$ cat src/hdl/ffc_pkg.sv
// Shared types and constants of the frustum box culling block.
`default_nettype none

package ffc_pkg;

  localparam int NumPlaneRegs = 6;
  localparam int CfgIdxW = 3;
  localparam int CountW = 3;
  localparam int FifoDepth = 2;

  localparam logic [CfgIdxW-1:0] CfgPlaneCount = 3'd6;

  typedef logic signed [15:0] ffc_coord_t;
  typedef logic signed [16:0] ffc_wide_t;

  typedef struct packed {
    logic signed [15:0] d;
    logic [2:0][15:0]   n;
  } ffc_plane_t;

  typedef struct packed {
    logic [2:0][16:0] sum;
    logic [2:0][16:0] diff;
  } ffc_work_t;

endpackage

`default_nettype wire

$ cat src/hdl/ffc_if.sv
// Handshake interfaces for the box, result and configuration channels.
`default_nettype none

interface ffc_box_if;
  logic               valid;
  logic               ready;
  logic signed [15:0] box_min_x;
  logic signed [15:0] box_min_y;
  logic signed [15:0] box_min_z;
  logic signed [15:0] box_max_x;
  logic signed [15:0] box_max_y;
  logic signed [15:0] box_max_z;

  modport source (output valid, box_min_x, box_min_y, box_min_z, box_max_x, box_max_y,
                  box_max_z, input ready);
  modport sink (input valid, box_min_x, box_min_y, box_min_z, box_max_x, box_max_y,
                box_max_z, output ready);
endinterface


`default_nettype wire

$ cat src/hdl/ffc_front.sv
// Front stage: accepts a box and forms the per-axis corner sums and extents.
`default_nettype none

module ffc_front
  import ffc_pkg::*;
(
  input  wire logic  clk,
  input  wire logic  rst_n,
  ffc_box_if.sink    in_box,
  output ffc_work_t  work_o,
  output logic       work_valid_o,
  input  wire logic  work_ready_i
);

  logic       fv_r;
  ffc_work_t  work_r;
  ffc_work_t  work_nxt;
  ffc_coord_t lo [3];
  ffc_coord_t hi [3];

  assign in_box.ready = !fv_r || work_ready_i;

  always_comb begin
    lo[0] = in_box.box_min_x;
    lo[1] = in_box.box_min_y;
    lo[2] = in_box.box_min_z;
    hi[0] = in_box.box_max_x;
    hi[1] = in_box.box_max_y;
    hi[2] = in_box.box_max_z;
    for (int k = 0; k < 3; k++) begin
      work_nxt.sum[k]  = 17'(hi[k]) + 17'(lo[k]);
      work_nxt.diff[k] = 17'(hi[k]) - 17'(lo[k]);
    end
  end

  always_ff @(posedge clk) begin
    if (!rst_n) begin
      fv_r <= 1'b0;
    end else if (in_box.ready) begin
      fv_r <= in_box.valid;
    end
  end

  always_ff @(posedge clk) begin
    if (in_box.valid && in_box.ready) begin
      work_r <= work_nxt;
    end
  end

  assign work_o       = work_r;
  assign work_valid_o = fv_r;

endmodule

`default_nettype wire

$ cat src/flat_wrapper.sv
// flat-port wrapper written by rule: the top's interface ports become plain ports
module ffc_front_flat import ffc_pkg::*;
  (clk, rst_n, work_o, work_valid_o, work_ready_i, in_box_valid, in_box_box_min_x, in_box_box_min_y, in_box_box_min_z, in_box_box_max_x, in_box_box_max_y, in_box_box_max_z, in_box_ready);
  ffc_box_if in_box_i ();
  input  wire logic clk;
  input  wire logic rst_n;
  output ffc_work_t work_o;
  output logic work_valid_o;
  input  wire logic work_ready_i;
  input wire logic [$bits(in_box_i.valid)-1:0] in_box_valid;
  input wire logic [$bits(in_box_i.box_min_x)-1:0] in_box_box_min_x;
  input wire logic [$bits(in_box_i.box_min_y)-1:0] in_box_box_min_y;
  input wire logic [$bits(in_box_i.box_min_z)-1:0] in_box_box_min_z;
  input wire logic [$bits(in_box_i.box_max_x)-1:0] in_box_box_max_x;
  input wire logic [$bits(in_box_i.box_max_y)-1:0] in_box_box_max_y;
  input wire logic [$bits(in_box_i.box_max_z)-1:0] in_box_box_max_z;
  output wire logic [$bits(in_box_i.ready)-1:0] in_box_ready;
  assign in_box_i.valid = in_box_valid;
  assign in_box_i.box_min_x = in_box_box_min_x;
  assign in_box_i.box_min_y = in_box_box_min_y;
  assign in_box_i.box_min_z = in_box_box_min_z;
  assign in_box_i.box_max_x = in_box_box_max_x;
  assign in_box_i.box_max_y = in_box_box_max_y;
  assign in_box_i.box_max_z = in_box_box_max_z;
  assign in_box_ready = in_box_i.ready;
  ffc_front u_core (.clk(clk), .rst_n(rst_n), .in_box(in_box_i), .work_o(work_o), .work_valid_o(work_valid_o), .work_ready_i(work_ready_i));
endmodule
$ cat config.mk
export PLATFORM = sky130hd
export DESIGN_NAME = ffc_front_flat
export DESIGN_NICKNAME = d
export VERILOG_FILES = /design/src/hdl/ffc_pkg.sv /design/src/hdl/ffc_if.sv /design/src/hdl/ffc_front.sv /design/src/flat_wrapper.sv
export SDC_FILE = /design/constraint.sdc
export NUM_CORES = 1
export LEC_CHECK = 0
export BUFFER_PORTS_ARGS = -buffer_cell sky130_fd_sc_hd__clkbuf_2
export CAP_MARGIN = 20
export CORE_UTILIZATION = 55
export DETAILED_ROUTE_END_ITERATION = 6
export PLACE_DENSITY = 0.82
export SYNTH_ARGS = -nofsm -noshare
export SYNTH_HDL_FRONTEND = slang
export SYNTH_SLANG_ARGS = --single-unit
$ cat constraint.sdc
create_clock -name clk -period 4.1 [get_ports clk]
set_input_delay 0.41 -clock clk [delete_from_list [all_inputs] [get_ports clk]]
set_output_delay 0.41 -clock clk [all_outputs]
set_load 0.03 [all_outputs]
==> impl_metrics.ini <==
[outcome]
status = finished, final reports clean

[global_routing]
grt.total_usage = 0.2395
grt-ovfl-total = 0
grt_pass1_wl_mm = 28.02
grt_pass1_vias = 6107
antenna_found_initial = 0
grt_max_degree = 49

[floorplanning]
dieArea_mm2 = 0.01494
rows = 43
pin_count = 204
core_mm2 = 0.01399
die_h_um = 122.2
initial_core_util = 0.5682
die_x_um = 122.2

[pwr]
pwr-share-comb = 0.362
power_switching_share = 0.3520
p_per_area_mw_per_mm2 = 366.5
pwr-share-clk = 0.242
vdd.ir_drop.worst_mv = 0.1950
seq_power_share = 0.395
power_switching_mw = 1.201
p_leak_nw = 4.270
internal_power_mw = 2.210

[placement]
dp_hpwl_mm = 13.91
gp_congestion = 0.9274
place.port_buffers = 203
place_area_mm2 = 0.009020
dp.cells = 1158

[synthesis]
ys_ff_latch = 100
synth-edff-count = 99
postSynth.asyncResetShare = 0
syn_inst = 811
syn_avg_cell_area_um2 = 9.801
yosysUniqueCellTypes = 72
yosys_most_used_dff = edfxtp_1
syn_nets = 1013
yosysSeqAreaShare = 0.3765
yosysWarnings = 0
synthesis.area_mm2 = 0.007949

[detailed_routing]
wl_mm = 17.78
drt_iter0_markers = 373
postRouteAntennaNets = 0
wire_per_inst_um = 15.14
drt-pass1-iter-count = 6
via_per_inst = 5.546
drc = 0
vias = 6511

[sta]
hold_violations = 0
slew_headroom = 0.4944
drv_slew = 0
skew_ps = 3.651
setup_tns_ps = 0
fin_crit_sh = 0.5867
tightest_slew_ps = 751.4
setup_viol = 0
rsz0062_at_grt = no
layout_min_cycle_time_ps = 2405
max_clock_freq_ghz = 0.4157

[worst_setup_path]
worst_ep_arrival_time_ps = 2490
worst_setup_path_start_kind = primary input
reg2reg_slack_ps = 2210
endpoint_kind = flip-flop
cp.required_ps = 4190
crit_path_max_fanout = 3
critPathKind = primary input to flip-flop

[finish]
nets = 1191
design_area_mm2 = 0.009304
instances_no_fill = 1174
drive_above_1_share = 0.2447
final_core_util = 0.6651
area_growth_syn_to_layout_pct = 17.05

[clock_tree]
cts_max_level = 3
worstSkewPairLatency_ps = 340
clockBufferDepth = 2
cts_setup_buffers = 0
clk_pin_slew_worst_paths_ps = 70
cts_tree = built
clock_sinks = 100
cts_buffers = 9
cts_resized = 0
ctsHoldBuffers = 0
clockRootBuffer = clkbuf_16

[worst_hold_path]
worstHoldPathType = primary input to flip-flop

[flow_run]
cap_violations = 0
[per-stage QoR]
| step | power [mW] | hold WS [ps] | setup WS [ps] |
|---|---|---|---|
| 5_1_grt | 3.585 | 289.7 | 1611 |
| 3_5_place_dp | 2.593 | 526.7 | 1355 |
| 2_1_floorplan | 2.276 | 548.8 | 553.9 |
| 6_report | 3.410 | 295.3 | 1695 |
| 4_1_cts | 3.431 | 280.5 | 1724 |
| 3_3_place_gp | 2.569 | 519.3 | 1415 |
[synthesized netlist by cell type, types with 4 or more instances]
cell type | count | area (um2)
a21o_1 | 13 | 97.59
a21oi_1 | 62 | 310.3
a221oi_1 | 5 | 43.79
a31oi_1 | 6 | 37.54
a41oi_1 | 4 | 35.03
and2_1 | 7 | 43.79
buf_2 | 18 | 90.09
buf_4 | 4 | 30.03
clkbuf_1 | 15 | 56.30
edfxtp_1 | 99 | 2973
fa_1 | 6 | 120.1
ha_1 | 96 | 1201
inv_1 | 88 | 330.3
inv_2 | 8 | 30.03
mux2i_1 | 4 | 40.04
nand2_1 | 31 | 116.4
nand2b_1 | 19 | 118.9
nand3_1 | 10 | 50.05
nor2_1 | 64 | 240.2
nor2b_1 | 19 | 118.9
nor3_1 | 12 | 60.06
nor3b_1 | 4 | 30.03
nor4_1 | 6 | 37.54
o211ai_1 | 7 | 52.55
o21a_1 | 9 | 67.56
o21ai_0 | 26 | 130.1
o21ai_1 | 8 | 40.04
o21bai_1 | 12 | 90.09
o31ai_1 | 8 | 60.06
xnor2_1 | 60 | 525.5
xor2_1 | 12 | 105.1
[per-layer routing]
layer	vias to the layer above	global-route usage	routed length, um
met5	-	0	0
met4	0	0.1021	463
met3	37	0.04229	1131
met2	242	0.4287	8840
met1	3014	0.2800	7344
li1	3218	-	-
[final cells by class]
cell class | instances | area (um2)
diodes | 1 | 2.502
clock buffers | 9 | 225.2
clock inverters | 6 | 56.30
fillers | 1144 | 4684
inverters | 96 | 360.3
multi-input cells | 577 | 4410
flip-flops and latches | 100 | 2993
well taps | 180 | 225.2
repair buffers | 205 | 1031
[cell families after synthesis]
logic type / synth area share
muxes: 0.005037
buffers and inverters: 0.06894
and+or+nand+nor: 0.1176
AOI/OAI and AO/OA: 0.1864
xor gates and xnor gates: 0.07933
DFF: 0.3765
adders and majority gates: 0.1662
[sequential cells by signal (all words and copies together), names as in the netlist]
| register | count |
|---|---|
| u_core.work_o | 99 |
| u_core.work_valid_o | 1 |
[power by group through the flow]
stage                     Combinational [mW]  Sequential (mW)  Clock [mW]
after floorplan                        0.641             1.63           0
after global placement                  1.20             1.37           0
after detailed placement                1.22             1.37           0
after CTS                               1.23             1.35       0.850
after global routing                    1.34             1.36       0.883
final                                   1.23             1.35       0.827
[cells in the final DEF (no fill, tap or decap), drive strengths merged, types with 5 or more instances in the layout]
cell    count
nand2      31
o211ai      7
a21o       13
inv        96
nor2b      20
o311ai      6
o21a        9
ha         96
nor4        6
o31ai      11
nor2       64
nand3      10
xnor2      60
xor2       12
o21ai      34
clkinv      5
o21bai     12
a221oi      6
edfxtp     99
and2        7
clkbuf    212
nand2b     19
fa          6
a21oi      64
nor3       13
a31oi       7
[worst max-delay path, cell delays in order]
cell and delay, ps:
clkbuf_2 90, ha_1 210, fa_1 400, nor2b_1 170
o311ai_1 360, a21oi_1 220, a31oi_2 310, mux2i_1 220
nand3_1 90
[worst paths after layout]
check | startpoint | end | depth (start not counted)
max | in_box_box_max_z[0] | u_core.work_o[99] | 9
min | rst_n | u_core.work_valid_o | 2
max reg2reg | u_core.work_valid_o | u_core.work_o[90] | 3
min reg2reg | u_core.work_valid_o | u_core.work_valid_o | 2
Power figures use the tool's default switching activity.
