==> config.mk <==
export PLATFORM = sky130hd
export DESIGN_NAME = ffc_fifo
export DESIGN_NICKNAME = d
export VERILOG_FILES = /design/src/hdl/ffc_pkg.sv /design/src/hdl/ffc_fifo.sv
export SDC_FILE = /design/constraint.sdc
export NUM_CORES = 1
export LEC_CHECK = 0
export BUFFER_PORTS_ARGS = -buffer_cell sky130_fd_sc_hd__buf_4
export CAP_MARGIN = 20
export CORE_AREA = 2 2 125 127
export CTS_BUF_LIST = sky130_fd_sc_hd__clkbuf_16
export CTS_CLUSTER_DIAMETER = 200
export CTS_CLUSTER_SIZE = 12
export DETAILED_ROUTE_END_ITERATION = 7
export DIE_AREA = 0 0 127 129
export HOLD_SLACK_MARGIN = 0.03
export PLACE_DENSITY = 0.79
export SYNTH_ARGS = -nofsm -noshare
export SYNTH_HDL_FRONTEND = slang
export SYNTH_SLANG_ARGS = --single-unit
export TNS_END_PERCENT = 100
==> constraint.sdc <==
create_clock -name clk -period 4.08 [get_ports clk]
set_input_delay 0.612 -clock clk [delete_from_list [all_inputs] [get_ports clk]]
set_output_delay 0.612 -clock clk [all_outputs]
set_load 0.02 [all_outputs]
==> src/hdl/ffc_pkg.sv <==
// Shared types and constants of the frustum box culling block.
`default_nettype none

package ffc_pkg;

  localparam int NumPlaneRegs = 6;
  localparam int CfgIdxW = 3;
  localparam int CountW = 3;
  localparam int FifoDepth = 2;

  localparam logic [CfgIdxW-1:0] CfgPlaneCount = 3'd6;

  typedef logic signed [15:0] ffc_coord_t;
  typedef logic signed [16:0] ffc_wide_t;

  typedef struct packed {
    logic signed [15:0] d;
    logic [2:0][15:0]   n;
  } ffc_plane_t;

  typedef struct packed {
    logic [2:0][16:0] sum;
    logic [2:0][16:0] diff;
  } ffc_work_t;

endpackage

`default_nettype wire

==> src/hdl/ffc_fifo.sv <==
// Short queue that decouples the front stage from the plane evaluation.
`default_nettype none

module ffc_fifo
  import ffc_pkg::*;
(
  input  wire logic       clk,
  input  wire logic       rst_n,
  input  wire logic       wr_valid_i,
  output logic            wr_ready_o,
  input  wire ffc_work_t  wr_data_i,
  output logic            rd_valid_o,
  input  wire logic       rd_ready_i,
  output ffc_work_t       rd_data_o
);

  localparam int AW = $clog2(FifoDepth);

  ffc_work_t       mem [FifoDepth];
  logic [AW-1:0]   wp_r;
  logic [AW-1:0]   rp_r;
  logic [AW:0]     cnt_r;
  logic [AW:0]     cnt_nxt;
  logic            push;
  logic            pop;

  assign wr_ready_o = (cnt_r != (AW+1)'(FifoDepth));
  assign rd_valid_o = (cnt_r != '0);
  assign push       = wr_valid_i && wr_ready_o;
  assign pop        = rd_valid_o && rd_ready_i;
  assign rd_data_o  = mem[rp_r];

  always_comb begin
    cnt_nxt = cnt_r;
    if (push && !pop) begin
      cnt_nxt = cnt_r + 1'b1;
    end else if (pop && !push) begin
      cnt_nxt = cnt_r - 1'b1;
    end
  end

  always_ff @(posedge clk) begin
    if (!rst_n) begin
      wp_r  <= '0;
      rp_r  <= '0;
      cnt_r <= '0;
    end else begin
      cnt_r <= cnt_nxt;
      if (push) begin
        wp_r <= wp_r + 1'b1;
      end
      if (pop) begin
        rp_r <= rp_r + 1'b1;
      end
    end
  end

  always_ff @(posedge clk) begin
    if (push) begin
      mem[wp_r] <= wr_data_i;
    end
  end

endmodule

`default_nettype wire

==> impl_metrics.prom, run 1 <==
# TYPE chip_impl_metric gauge
chip_impl_info{name="status",value="finished, final reports clean"} 1
chip_impl_metric{name="grt_antenna_before_repair",unit=""} 0
chip_impl_metric{name="grt_util_all_layers",unit=""} 0.1701
chip_impl_metric{name="final.setup_skew",unit="ns"} 0.007865
chip_impl_info{name="netlist_top_cells_area",value="edfxtp_1 80%, mux2_2 15%, dfxtp_1 1.3%"} 1
chip_impl_metric{name="vias_per_cell",unit=""} 5.091
chip_impl_metric{name="totalWireLength",unit="um"} 14320
chip_impl_metric{name="cp.required",unit="ns"} 3.47
chip_impl_metric{name="avgRoutedWirePerCell",unit="um"} 18.79
chip_impl_metric{name="die_width",unit="um"} 127
chip_impl_metric{name="timing.final.setup_violations",unit=""} 0
chip_impl_metric{name="cts.reportedPaths.clkPinSlew",unit="ns"} 0.06
chip_impl_metric{name="floorplan.rows",unit=""} 45
chip_impl_metric{name="postLayoutCoreUtil",unit=""} 0.6642
chip_impl_metric{name="fill_count",unit=""} 1031
chip_impl_metric{name="fin_hold_ws",unit="ns"} 0.3173
chip_impl_metric{name="worstSkewPairLatency",unit="ns"} 0.48
chip_impl_metric{name="io_buffer_count",unit=""} 209
chip_impl_info{name="timing.rr.start",value="cnt_r[0]"} 1
chip_impl_metric{name="synth.yosys.seq_area_share",unit=""} 0.8165
chip_impl_metric{name="setup-tns-final",unit="ns"} 0
chip_impl_metric{name="first_global_vias",unit=""} 4166
chip_impl_metric{name="clk_path_buf_depth",unit=""} 3
chip_impl_metric{name="area_delta_synth_final",unit="%"} 30.46
chip_impl_metric{name="vias",unit=""} 3879
chip_impl_metric{name="transition_at_the_pin_with_the_smallest_max_transition_slack",unit="ns"} 1.000
chip_impl_metric{name="hold_buffers",unit=""} 0
chip_impl_metric{name="ctsHtreeMaxLevel",unit=""} 1
chip_impl_metric{name="route.antenna.remaining_nets",unit=""} 0
chip_impl_metric{name="synth_top_area_share",unit=""} 0.8034
chip_impl_metric{name="floorplan.io_pins",unit=""} 210
chip_impl_metric{name="irDropWorstVdd",unit="mV"} 0.5500
chip_impl_metric{name="grt_first_pass_wirelength",unit="um"} 21600
chip_impl_metric{name="max_slew_violations",unit=""} 0
chip_impl_metric{name="netlist-cell-type-count",unit=""} 21
chip_impl_metric{name="syn-num-nets",unit=""} 448
chip_impl_metric{name="placeableCoreArea",unit="mm2"} 0.01498
chip_impl_metric{name="finalNetCount",unit=""} 674
chip_impl_metric{name="drv_cap",unit=""} 0
chip_impl_metric{name="die_y",unit="um"} 129
chip_impl_metric{name="design.die.area",unit="mm2"} 0.01638
chip_impl_metric{name="syn_avg_cell_area",unit="um2"} 22.36
chip_impl_info{name="layout.cells.most_common",value="buf_4"} 1
chip_impl_info{name="most-common-layout-cells",value="213 x buf_4, 204 x edfxtp_1, 102 x mux2_2, 21 x clkbuf_16, 8 x inv_1"} 1
chip_impl_metric{name="final_min_period_over_clock_period",unit=""} 0.6929
chip_impl_metric{name="ys_seq_elements",unit=""} 209
chip_impl_metric{name="ff_latch_area",unit="mm2"} 0.006230
chip_impl_info{name="rsz0062_at_grt",value="false"} 1
chip_impl_info{name="criticalPathCategory",value="reg -> out"} 1
chip_impl_metric{name="ys.warnings.count",unit=""} 0
chip_impl_metric{name="max_freq",unit="GHz"} 0.3537
chip_impl_metric{name="detail_route.first_pass.iterations",unit=""} 4
chip_impl_metric{name="power.static_leakage",unit="nW"} 3.718
chip_impl_metric{name="period_needed",unit="ns"} 2.827
chip_impl_metric{name="gp_congestion",unit=""} 0.7251
chip_impl_info{name="cts_root_buffer",value="clkbuf_16"} 1
chip_impl_metric{name="p_total",unit="W"} 0.006230
chip_impl_info{name="worstSetupEndpointType",value="output port"} 1
chip_impl_metric{name="initial_core_util",unit=""} 0.5091
chip_impl_metric{name="clkSinkCount",unit=""} 209
chip_impl_metric{name="cts_inserted_buffers",unit=""} 21
chip_impl_metric{name="timing.max_slew.rel_slack",unit=""} 0.3332
chip_impl_metric{name="multi_input_comb_area",unit="mm2"} 0.001292
chip_impl_metric{name="final-hold-violation-count",unit=""} 0
chip_impl_info{name="setup.worst_path.start_class",value="flop"} 1
chip_impl_metric{name="grt_max_degree",unit=""} 75
chip_impl_info{name="timing.hold.worst.start",value="wr_data_i[98]"} 1
chip_impl_metric{name="gr-total-overflow",unit=""} 0
chip_impl_metric{name="power_per_cell_area",unit="mW/mm2"} 626.3
chip_impl_metric{name="synthCells",unit=""} 341
chip_impl_info{name="hp_class",value="in -> reg"} 1
chip_impl_metric{name="hpwl",unit="um"} 9364
chip_impl_metric{name="drive_gt1_frac",unit=""} 0.5993
chip_impl_metric{name="cts_setup_buffers",unit=""} 0
chip_impl_info{name="tritoncts",value="done"} 1
chip_impl_metric{name="antenna_cells_inserted",unit=""} 0
chip_impl_metric{name="detail_route.drc_violations",unit=""} 0
chip_impl_metric{name="post_synth_instance_area",unit="mm2"} 0.007625
chip_impl_metric{name="critical_path.max_fanout",unit=""} 58
chip_impl_metric{name="drt_first_iter_violations",unit=""} 253
chip_impl_info{name="yosysTopAreaCell",value="edfxtp_1"} 1
chip_impl_metric{name="post_cts_resized",unit=""} 0
chip_impl_metric{name="crit_arrival",unit="ns"} 2.22
logic make-up after synthesis:
logic type	after synthesis	share of synthesized area
flip-flops	209	0.8165
multiplexers	102	0.1506
buffers and inverters	12	0.01460
AND/OR/NAND/NOR	9	0.008534
AO/OA/AOI/OAI	5	0.004594
XOR/XNOR	3	0.003447
adder cells (fa/ha/maj)	1	0.001641
Yosys cell counts:
library cell,instances
edfxtp_1,204
mux2_2,102
buf_6,8
dfxtp_1,5
and2_1,4
buf_2,2
xnor2_1,2
a21bo_2,1
a21boi_0,1
a21boi_1,1
and3_1,1
buf_4,1
ha_1,1
inv_1,1
nand2b_4,1
nand3b_1,1
o21ai_0,1
o21ai_1,1
or2_2,1
or3_1,1
xor2_1,1
power breakdown:
part	total [W]	switching (W)	internal [W]
Combinational	0.00179	0.000938	0.000852
Clock	0.00163	0.000708	0.000919
Sequential	0.00281	0.000128	0.00269
Total	0.00623	0.00177	0.00446
flip-flops by register name (all words and copies together) (netlist names), named ones only:
signal  count
cnt_r       2
mem       204
rp_r        1
wp_r        1
per-stage QoR:
step	setup slack (ns)	cell area [um2]	cells
after floorplan	0.5842	7625	341
after global placement	1.745	9383	732
after detailed placement	1.665	9383	732
after CTS	1.226	9947	762
after global routing	1.143	9947	762
final	1.253	9947	762
area by class of cell:
type / instances / share of cell area
clock buffers: 21 / 0.05283
clock inverters: 9 / 0.003899
inverters: 1 / 0.0006289
multi-input cells: 120 / 0.1299
flip-flops and latches: 209 / 0.6263
well taps: 188 / 0.02365
repair buffers: 214 / 0.1628
final timing paths:
| kind | cells past startpoint | end | slack (ns) |
|---|---|---|---|
| max reg2reg | 4 | mem[0][72] | 1.83 |
| max | 3 | rd_data_o[83] | 1.25 |
| min | 1 | mem[0][98] | 0.32 |
| min reg2reg | 2 | cnt_r[1] | 0.57 |
metal layers:
metal	vias to the layer above	track usage	routed length (um)
met5	-	0	0
met4	0	0.04460	242
met3	21	0.05114	1181
met2	150	0.2948	7300
met1	1913	0.2114	5593
li1	1795	-	-
critical path, cell delays in order (launching register included):
cell,delay (ns)
dfxtp_4,0.74
buf_12,0.34
mux2_2,0.41
buf_4,0.16
(Power assumes the default switching activity.)
==> run 2, diff against run 1 <==
--- a/config.mk
+++ b/config.mk
@@ -5,14 +5,15 @@
 export SDC_FILE = /design/constraint.sdc
 export NUM_CORES = 1
 export LEC_CHECK = 0
+export ABC_AREA = 1
 export BUFFER_PORTS_ARGS = -buffer_cell sky130_fd_sc_hd__buf_4
 export CAP_MARGIN = 20
-export CORE_AREA = 2 2 125 127
+export CORE_AREA = 2 2 127 129
 export CTS_BUF_LIST = sky130_fd_sc_hd__clkbuf_16
 export CTS_CLUSTER_DIAMETER = 200
 export CTS_CLUSTER_SIZE = 12
 export DETAILED_ROUTE_END_ITERATION = 7
-export DIE_AREA = 0 0 127 129
+export DIE_AREA = 0 0 129 131
 export HOLD_SLACK_MARGIN = 0.03
 export PLACE_DENSITY = 0.79
 export SYNTH_ARGS = -nofsm -noshare
==> constraint.sdc (replaced) <==
create_clock -name clk -period 2.9 [get_ports clk]
set_input_delay 0.435 -clock clk [delete_from_list [all_inputs] [get_ports clk]]
set_output_delay 0.435 -clock clk [all_outputs]
set_load 0.02 [all_outputs]
==> impl_metrics.prom, run 2 <==
# TYPE chip_impl_metric gauge
chip_impl_metric{name="cts_inserted_buffers",unit=""} 21
chip_impl_info{name="worstSetupEndpointType",value="output port"} 1
chip_impl_metric{name="drv_cap",unit=""} 0
chip_impl_metric{name="initial_core_util",unit=""} 0.5079
chip_impl_metric{name="r2r_setup_slack",unit="ns"} 0.99
chip_impl_metric{name="drive_gt1_frac",unit=""} 0.5755
chip_impl_metric{name="syn-num-nets",unit=""} 461
chip_impl_info{name="layout.cells.most_common",value="buf_4"} 1
chip_impl_info{name="yosysTopAreaCell",value="edfxtp_1"} 1
chip_impl_metric{name="route.antenna.remaining_nets",unit=""} 0
chip_impl_metric{name="antenna_cells_inserted",unit=""} 0
chip_impl_metric{name="final.setup_skew",unit="ns"} 0.01341
chip_impl_metric{name="grt_max_degree",unit=""} 70
chip_impl_info{name="post-synth-top-count-cell",value="edfxtp_1"} 1
chip_impl_metric{name="vias",unit=""} 3994
chip_impl_metric{name="hpwl",unit="um"} 9533
chip_impl_metric{name="number_of_flip_flops_in_the_largest_register",unit=""} 204
chip_impl_info{name="timing.rr.start",value="cnt_r[0]"} 1
chip_impl_metric{name="cts.reportedPaths.clkPinSlew",unit="ns"} 0.06
chip_impl_metric{name="hold_buffers",unit=""} 0
chip_impl_metric{name="ctsHtreeMaxLevel",unit=""} 1
chip_impl_metric{name="syn_avg_cell_area",unit="um2"} 22.38
chip_impl_metric{name="area_delta_synth_final",unit="%"} 30.53
chip_impl_metric{name="first_global_vias",unit=""} 4164
chip_impl_metric{name="met1_usage",unit=""} 0.1784
chip_impl_info{name="critical-path-slowest-cell",value="dfxtp_4"} 1
chip_impl_metric{name="power_per_cell_area",unit="mW/mm2"} 861.9
chip_impl_metric{name="cp_slowest_stage_delay",unit="ns"} 0.47
chip_impl_info{name="synth_ff_type",value="edfxtp_1"} 1
chip_impl_metric{name="clk_path_buf_depth",unit=""} 3
chip_impl_metric{name="synth_top_area_share",unit=""} 0.7732
chip_impl_metric{name="fill_count",unit=""} 1033
chip_impl_metric{name="placeableCoreArea",unit="mm2"} 0.01560
chip_impl_info{name="status",value="finished, final reports clean"} 1
chip_impl_info{name="criticalPathCategory",value="reg -> out"} 1
chip_impl_metric{name="critical_path.max_fanout",unit=""} 59
chip_impl_info{name="top_regs",value="mem x204, cnt_r x2"} 1
chip_impl_info{name="post_synth_most_frequent_cells",value="204 x edfxtp_1, 80 x mux2_4, 22 x mux2_2"} 1
chip_impl_info{name="most-common-layout-cells",value="214 x buf_4, 204 x edfxtp_1, 80 x mux2_4, 23 x inv_1, 22 x mux2_2"} 1
chip_impl_metric{name="post_synth_instance_area",unit="mm2"} 0.007923
chip_impl_metric{name="floorplan.io_pins",unit=""} 210
chip_impl_metric{name="irDropWorstVdd",unit="mV"} 0.5689
chip_impl_metric{name="cp.required",unit="ns"} 2.47
chip_impl_info{name="top_usage_layer_grt",value="met2"} 1
chip_impl_info{name="rsz0062_at_grt",value="false"} 1
chip_impl_metric{name="globalRouteMet2Util",unit=""} 0.2947
chip_impl_metric{name="detail_route.first_pass.iterations",unit=""} 4
chip_impl_metric{name="detail_route.drc_violations",unit=""} 0
chip_impl_metric{name="grt_antenna_before_repair",unit=""} 0
chip_impl_metric{name="clkSinkCount",unit=""} 209
chip_impl_metric{name="power.static_leakage",unit="nW"} 4.082
chip_impl_metric{name="die_y",unit="um"} 131
chip_impl_info{name="setup.worst_path.start_class",value="flop"} 1
chip_impl_metric{name="grt_first_pass_wirelength",unit="um"} 21030
chip_impl_metric{name="crit_arrival",unit="ns"} 1.93
chip_impl_metric{name="reg2reg_depth",unit=""} 5
chip_impl_info{name="largest_register",value="mem"} 1
chip_impl_metric{name="die_width",unit="um"} 129
chip_impl_metric{name="totalWireLength",unit="um"} 14280
chip_impl_metric{name="vias_per_cell",unit=""} 4.919
chip_impl_metric{name="period_needed",unit="ns"} 2.361
chip_impl_info{name="hp_class",value="in -> reg"} 1
chip_impl_metric{name="gr-total-overflow",unit=""} 0
chip_impl_metric{name="gp_congestion",unit=""} 0.6999
chip_impl_metric{name="cts_setup_buffers",unit=""} 0
chip_impl_metric{name="final_min_period_over_clock_period",unit=""} 0.8142
chip_impl_metric{name="timing.max_slew.rel_slack",unit=""} 0.4483
chip_impl_metric{name="ys_seq_elements",unit=""} 209
chip_impl_metric{name="netlist-cell-type-count",unit=""} 16
chip_impl_info{name="endpoint",value="rd_data_o[82]"} 1
chip_impl_info{name="netlist_top_cells_area",value="edfxtp_1 77%, mux2_4 15%, mux2_2 3.1%"} 1
chip_impl_metric{name="max_slew_violations",unit=""} 0
chip_impl_metric{name="post_cts_resized",unit=""} 0
chip_impl_metric{name="drt_first_iter_violations",unit=""} 241
chip_impl_metric{name="io_buffer_count",unit=""} 209
chip_impl_metric{name="fin_hold_ws",unit="ns"} 0.1357
chip_impl_metric{name="final-hold-violation-count",unit=""} 0
chip_impl_metric{name="globalRouteMet3Util",unit=""} 0.05375
chip_impl_metric{name="transition_at_the_pin_with_the_smallest_max_transition_slack",unit="ns"} 0.8276
chip_impl_metric{name="worstSkewPairLatency",unit="ns"} 0.48
chip_impl_metric{name="grt_util_all_layers",unit=""} 0.1622
chip_impl_metric{name="design.die.area",unit="mm2"} 0.01690
chip_impl_metric{name="max_freq",unit="GHz"} 0.4235
chip_impl_metric{name="p_total",unit="W"} 0.008913
chip_impl_metric{name="synth.yosys.seq_area_share",unit=""} 0.7858
chip_impl_info{name="worst_r2r_endpoint",value="mem[0][4]"} 1
chip_impl_info{name="cts_root_buffer",value="clkbuf_16"} 1
chip_impl_metric{name="ys.warnings.count",unit=""} 0
chip_impl_metric{name="synthCells",unit=""} 354
chip_impl_info{name="tritoncts",value="done"} 1
chip_impl_metric{name="timing.final.setup_violations",unit=""} 0
chip_impl_metric{name="floorplan.rows",unit=""} 46
chip_impl_metric{name="avgRoutedWirePerCell",unit="um"} 17.58
chip_impl_info{name="cp_cell_sequence",value="buf_12 -> mux2_2 -> buf_4"} 1
chip_impl_metric{name="number_of_enable_flip_flop_cells_after_synthesis",unit=""} 204
chip_impl_metric{name="finalNetCount",unit=""} 689
chip_impl_metric{name="synth_async_sr_flop_share",unit=""} 0
[run 2: cell types whose count changed in the layout (fill, tap and decap cells not counted), moves of 2 or more]
cell | before | now
and2_1 | 4 | 0
inv_1 | 8 | 23
mux2_2 | 102 | 22
mux2_4 | 0 | 80
nand2_1 | 0 | 9
nor2_1 | 0 | 6
nor2_4 | 0 | 2
xnor2_1 | 2 | 0
[run 2: cells by family after synthesis]
group,share of synthesized area
buffers and inverters,0.01737
adders and majority gates,0.001579
muxes,0.1829
DFF,0.7859
AOI/OAI and AO/OA,0.002843
and+or+nand+nor,0.009475
[run 2: worst max-delay path: cells and delay by family (launching register included)]
family	cells	cell delay [ns]
buffers and inverters	2	0.57
flip-flops	1	0.47
multiplexers	1	0.39
[run 2: worst min-delay path by stage]
stage / start / end / cells after the start
global route: wr_data_i[49] / mem[0][49] / 1
global placement: rp_r / rp_r / 2
floorplan: rp_r / flop / 2
finish: wr_data_i[44] / mem[0][44] / 1
detailed placement: rp_r / flop / 2
CTS: wr_data_i[49] / mem[0][49] / 1
[run 2: where the power goes]
group	switching (W)	leakage (nW)	internal [W]
logic	0.00138	1.79	0.00127
registers	0.000129	1.94	0.00382
clock network	0.00101	0.343	0.00130
[run 2: metrics by stage]
stage	TNS, ns	worst slack (ns)	std cells	util	instance area [um2]
detailed placement	0	0.9852	775	0.6251	9751
CTS	0	0.5115	812	0.6630	10340
global route	0	0.4533	812	0.6630	10340
finish	0	0.5388	812	0.6630	10340
floorplan	-191.03	-0.9365	354	-	7928
global placement	0	1.042	775	0.6251	9751
[run 2: layout make-up]
type / count / area, um2 / area share
clock inverter: 16 / 65.06 / 0.006292
inverter: 8 / 30.03 / 0.002904
tap: 216 / 270.3 / 0.02613
timing repair buffer: 216 / 1647 / 0.1592
clock buffer: 21 / 525.5 / 0.05082
sequential: 209 / 6230 / 0.6024
multi-input combinational: 126 / 1574 / 0.1522
[run 2: metal layers]
layer | share of wire | wire [um]
met1 | 0.37 | 5226
met2 | 0.53 | 7556
met3 | 0.084 | 1202
met4 | 0.021 | 293
met5 | 0 | 0
==> run 3, diff against run 2 <==
==> constraint.sdc (replaced) <==
create_clock -name clk -period 2.4 [get_ports clk]
set_input_delay 0.36 -clock clk [delete_from_list [all_inputs] [get_ports clk]]
set_output_delay 0.36 -clock clk [all_outputs]
set_load 0.02 [all_outputs]
==> impl_metrics.prom, run 3 (synthesis gave the netlist of run 2 again) <==
# TYPE chip_impl_metric gauge
chip_impl_info{name="status",value="finished, final reports clean"} 1
chip_impl_metric{name="finalNonFillerCells",unit=""} 812
chip_impl_info{name="tritoncts",value="done"} 1
chip_impl_metric{name="clkSinkCount",unit=""} 209
chip_impl_metric{name="die_width",unit="um"} 129
chip_impl_metric{name="hold_buffers",unit=""} 0
chip_impl_metric{name="drt_first_iter_violations",unit=""} 218
chip_impl_info{name="criticalPathCategory",value="reg -> out"} 1
chip_impl_info{name="top_layer",value="met5"} 1
chip_impl_metric{name="detail_route.drc_violations",unit=""} 0
chip_impl_metric{name="grt_first_pass_wirelength",unit="um"} 21380
chip_impl_info{name="layout.cells.most_common",value="buf_4"} 1
chip_impl_metric{name="antenna_cells_inserted",unit=""} 0
chip_impl_metric{name="avgRoutedWirePerCell",unit="um"} 17.80
chip_impl_metric{name="vias",unit=""} 3983
chip_impl_metric{name="totalWireLength",unit="um"} 14450
chip_impl_info{name="top_regs",value="mem x204, cnt_r x2"} 1
chip_impl_metric{name="finalNetCount",unit=""} 689
chip_impl_metric{name="route.antenna.remaining_nets",unit=""} 0
chip_impl_metric{name="floorplan.io_pins",unit=""} 210
chip_impl_metric{name="grt_antenna_before_repair",unit=""} 1
chip_impl_metric{name="timing.final.setup_violations",unit=""} 0
chip_impl_metric{name="met2WireLength",unit="um"} 7406
chip_impl_info{name="most-common-layout-cells",value="211 x buf_4, 204 x edfxtp_1, 80 x mux2_4, 22 x inv_1, 22 x mux2_2"} 1
chip_impl_info{name="worstSetupEndpointType",value="output port"} 1
chip_impl_metric{name="power_per_cell_area",unit="mW/mm2"} 1043
chip_impl_metric{name="post_cts_resized",unit=""} 0
chip_impl_metric{name="die_y",unit="um"} 131
chip_impl_metric{name="power.static_leakage",unit="nW"} 4.099
chip_impl_metric{name="initial_core_util",unit=""} 0.5079
chip_impl_metric{name="cp.required",unit="ns"} 2.04
chip_impl_metric{name="critical_path.max_fanout",unit=""} 30
chip_impl_metric{name="cts.reportedPaths.clkPinSlew",unit="ns"} 0.06
chip_impl_metric{name="transition_at_the_pin_with_the_smallest_max_transition_slack",unit="ns"} 0.4461
chip_impl_metric{name="worstSkewPairLatency",unit="ns"} 0.47
chip_impl_metric{name="design.die.area",unit="mm2"} 0.01690
chip_impl_metric{name="drive_gt1_frac",unit=""} 0.5822
chip_impl_metric{name="wl_met3",unit="um"} 1124
chip_impl_metric{name="max_freq",unit="GHz"} 0.4337
chip_impl_info{name="largest_register",value="mem"} 1
chip_impl_metric{name="area_delta_synth_final",unit="%"} 31.21
chip_impl_metric{name="drv_cap",unit=""} 0
chip_impl_metric{name="gr-total-overflow",unit=""} 0
chip_impl_metric{name="final.setup_skew",unit="ns"} 0.007798
chip_impl_metric{name="max_slew_violations",unit=""} 0
chip_impl_metric{name="floorplan.rows",unit=""} 46
chip_impl_metric{name="first_global_vias",unit=""} 4200
chip_impl_metric{name="irDropWorstVdd",unit="mV"} 0.8711
chip_impl_metric{name="fill_count",unit=""} 1073
chip_impl_metric{name="final_min_period_over_clock_period",unit=""} 0.9608
chip_impl_metric{name="number_of_flip_flops_in_the_largest_register",unit=""} 204
chip_impl_metric{name="ctsHtreeMaxLevel",unit=""} 1
chip_impl_metric{name="cts_inserted_buffers",unit=""} 21
chip_impl_metric{name="placeableCoreArea",unit="mm2"} 0.01560
chip_impl_metric{name="period_needed",unit="ns"} 2.306
chip_impl_metric{name="grt_max_degree",unit=""} 73
chip_impl_metric{name="grt_util_all_layers",unit=""} 0.1638
chip_impl_metric{name="timing.max_slew.rel_slack",unit=""} 0.7026
chip_impl_metric{name="fin_hold_ws",unit="ns"} 0.06806
chip_impl_metric{name="clk_path_buf_depth",unit=""} 3
chip_impl_metric{name="cts_setup_buffers",unit=""} 0
chip_impl_metric{name="final-hold-violation-count",unit=""} 0
chip_impl_info{name="cts_root_buffer",value="clkbuf_16"} 1
chip_impl_metric{name="detail_route.first_pass.iterations",unit=""} 4
chip_impl_metric{name="gp_congestion",unit=""} 0.6777
chip_impl_info{name="rsz0062_at_grt",value="false"} 1
chip_impl_metric{name="io_buffer_count",unit=""} 209
chip_impl_metric{name="crit_arrival",unit="ns"} 1.95
chip_impl_info{name="setup.worst_path.start_class",value="flop"} 1
chip_impl_info{name="hp_class",value="in -> reg"} 1
chip_impl_metric{name="vias_per_cell",unit=""} 4.905
chip_impl_metric{name="met1_routed_length",unit="um"} 5712
chip_impl_metric{name="place.detailed.instances",unit=""} 775
chip_impl_metric{name="hpwl",unit="um"} 9626
==> run 3: stage by stage <==
stage / cell area (um2) / util / total power [W] / TNS, ns / setup slack [ns]
after global placement: 9804 / 0.6286 / 0.008052 / 0 / 0.5892
final: 10400 / 0.6665 / 0.01084 / 0 / 0.09407
after floorplan: 7954 / - / 0.006935 / -17.98 / -0.09817
after CTS: 10400 / 0.6665 / 0.01099 / 0 / 0.05818
after global routing: 10400 / 0.6665 / 0.01132 / 0 / 0.01936
after detailed placement: 9804 / 0.6286 / 0.008147 / 0 / 0.5771
==> run 3: worst max-delay path, stage by stage, from the launching register on <==
cell	delay, ns
dfxtp_4	0.63
buf_12	0.30
mux2_2	0.37
buf_4	0.16
==> run 3: cell type report <==
class	count	area (um2)	area share
clock inverters	16	65.06	0.006259
flip-flops and latches	209	6231	0.5994
inverters	8	30.03	0.002889
multi-input cells	126	1589	0.1529
repair buffers	216	1684	0.1620
clock buffers	21	525.5	0.05055
well taps	216	270.3	0.02600
==> run 3: power breakdown <==
group	leakage (nW)	switching, W	internal (W)	total (W)
Clock	0.343	0.00123	0.00158	0.00281
Combinational	1.81	0.00164	0.00158	0.00322
Sequential	1.94	0.000197	0.00462	0.00482
Total	4.10	0.00307	0.00777	0.0108
==> run 3: worst paths after layout <==
path,startpoint,to,slack [ns],cells after the start
worst min register to register,rp_r,rp_r,0.53,2
worst min-delay path,wr_data_i[14],mem[0][14],0.07,1
worst max-delay path,flop,rd_data_o[98],0.09,3
worst max register to register,cnt_r[0],mem[0][80],0.92,5
==> run 3: layer usage <==
metal | up-vias | global-route usage
li1 | 1835 | -
met1 | 1972 | 0.1964
met2 | 152 | 0.2898
met3 | 22 | 0.05293
met4 | 2 | 0.04028
met5 | - | 0
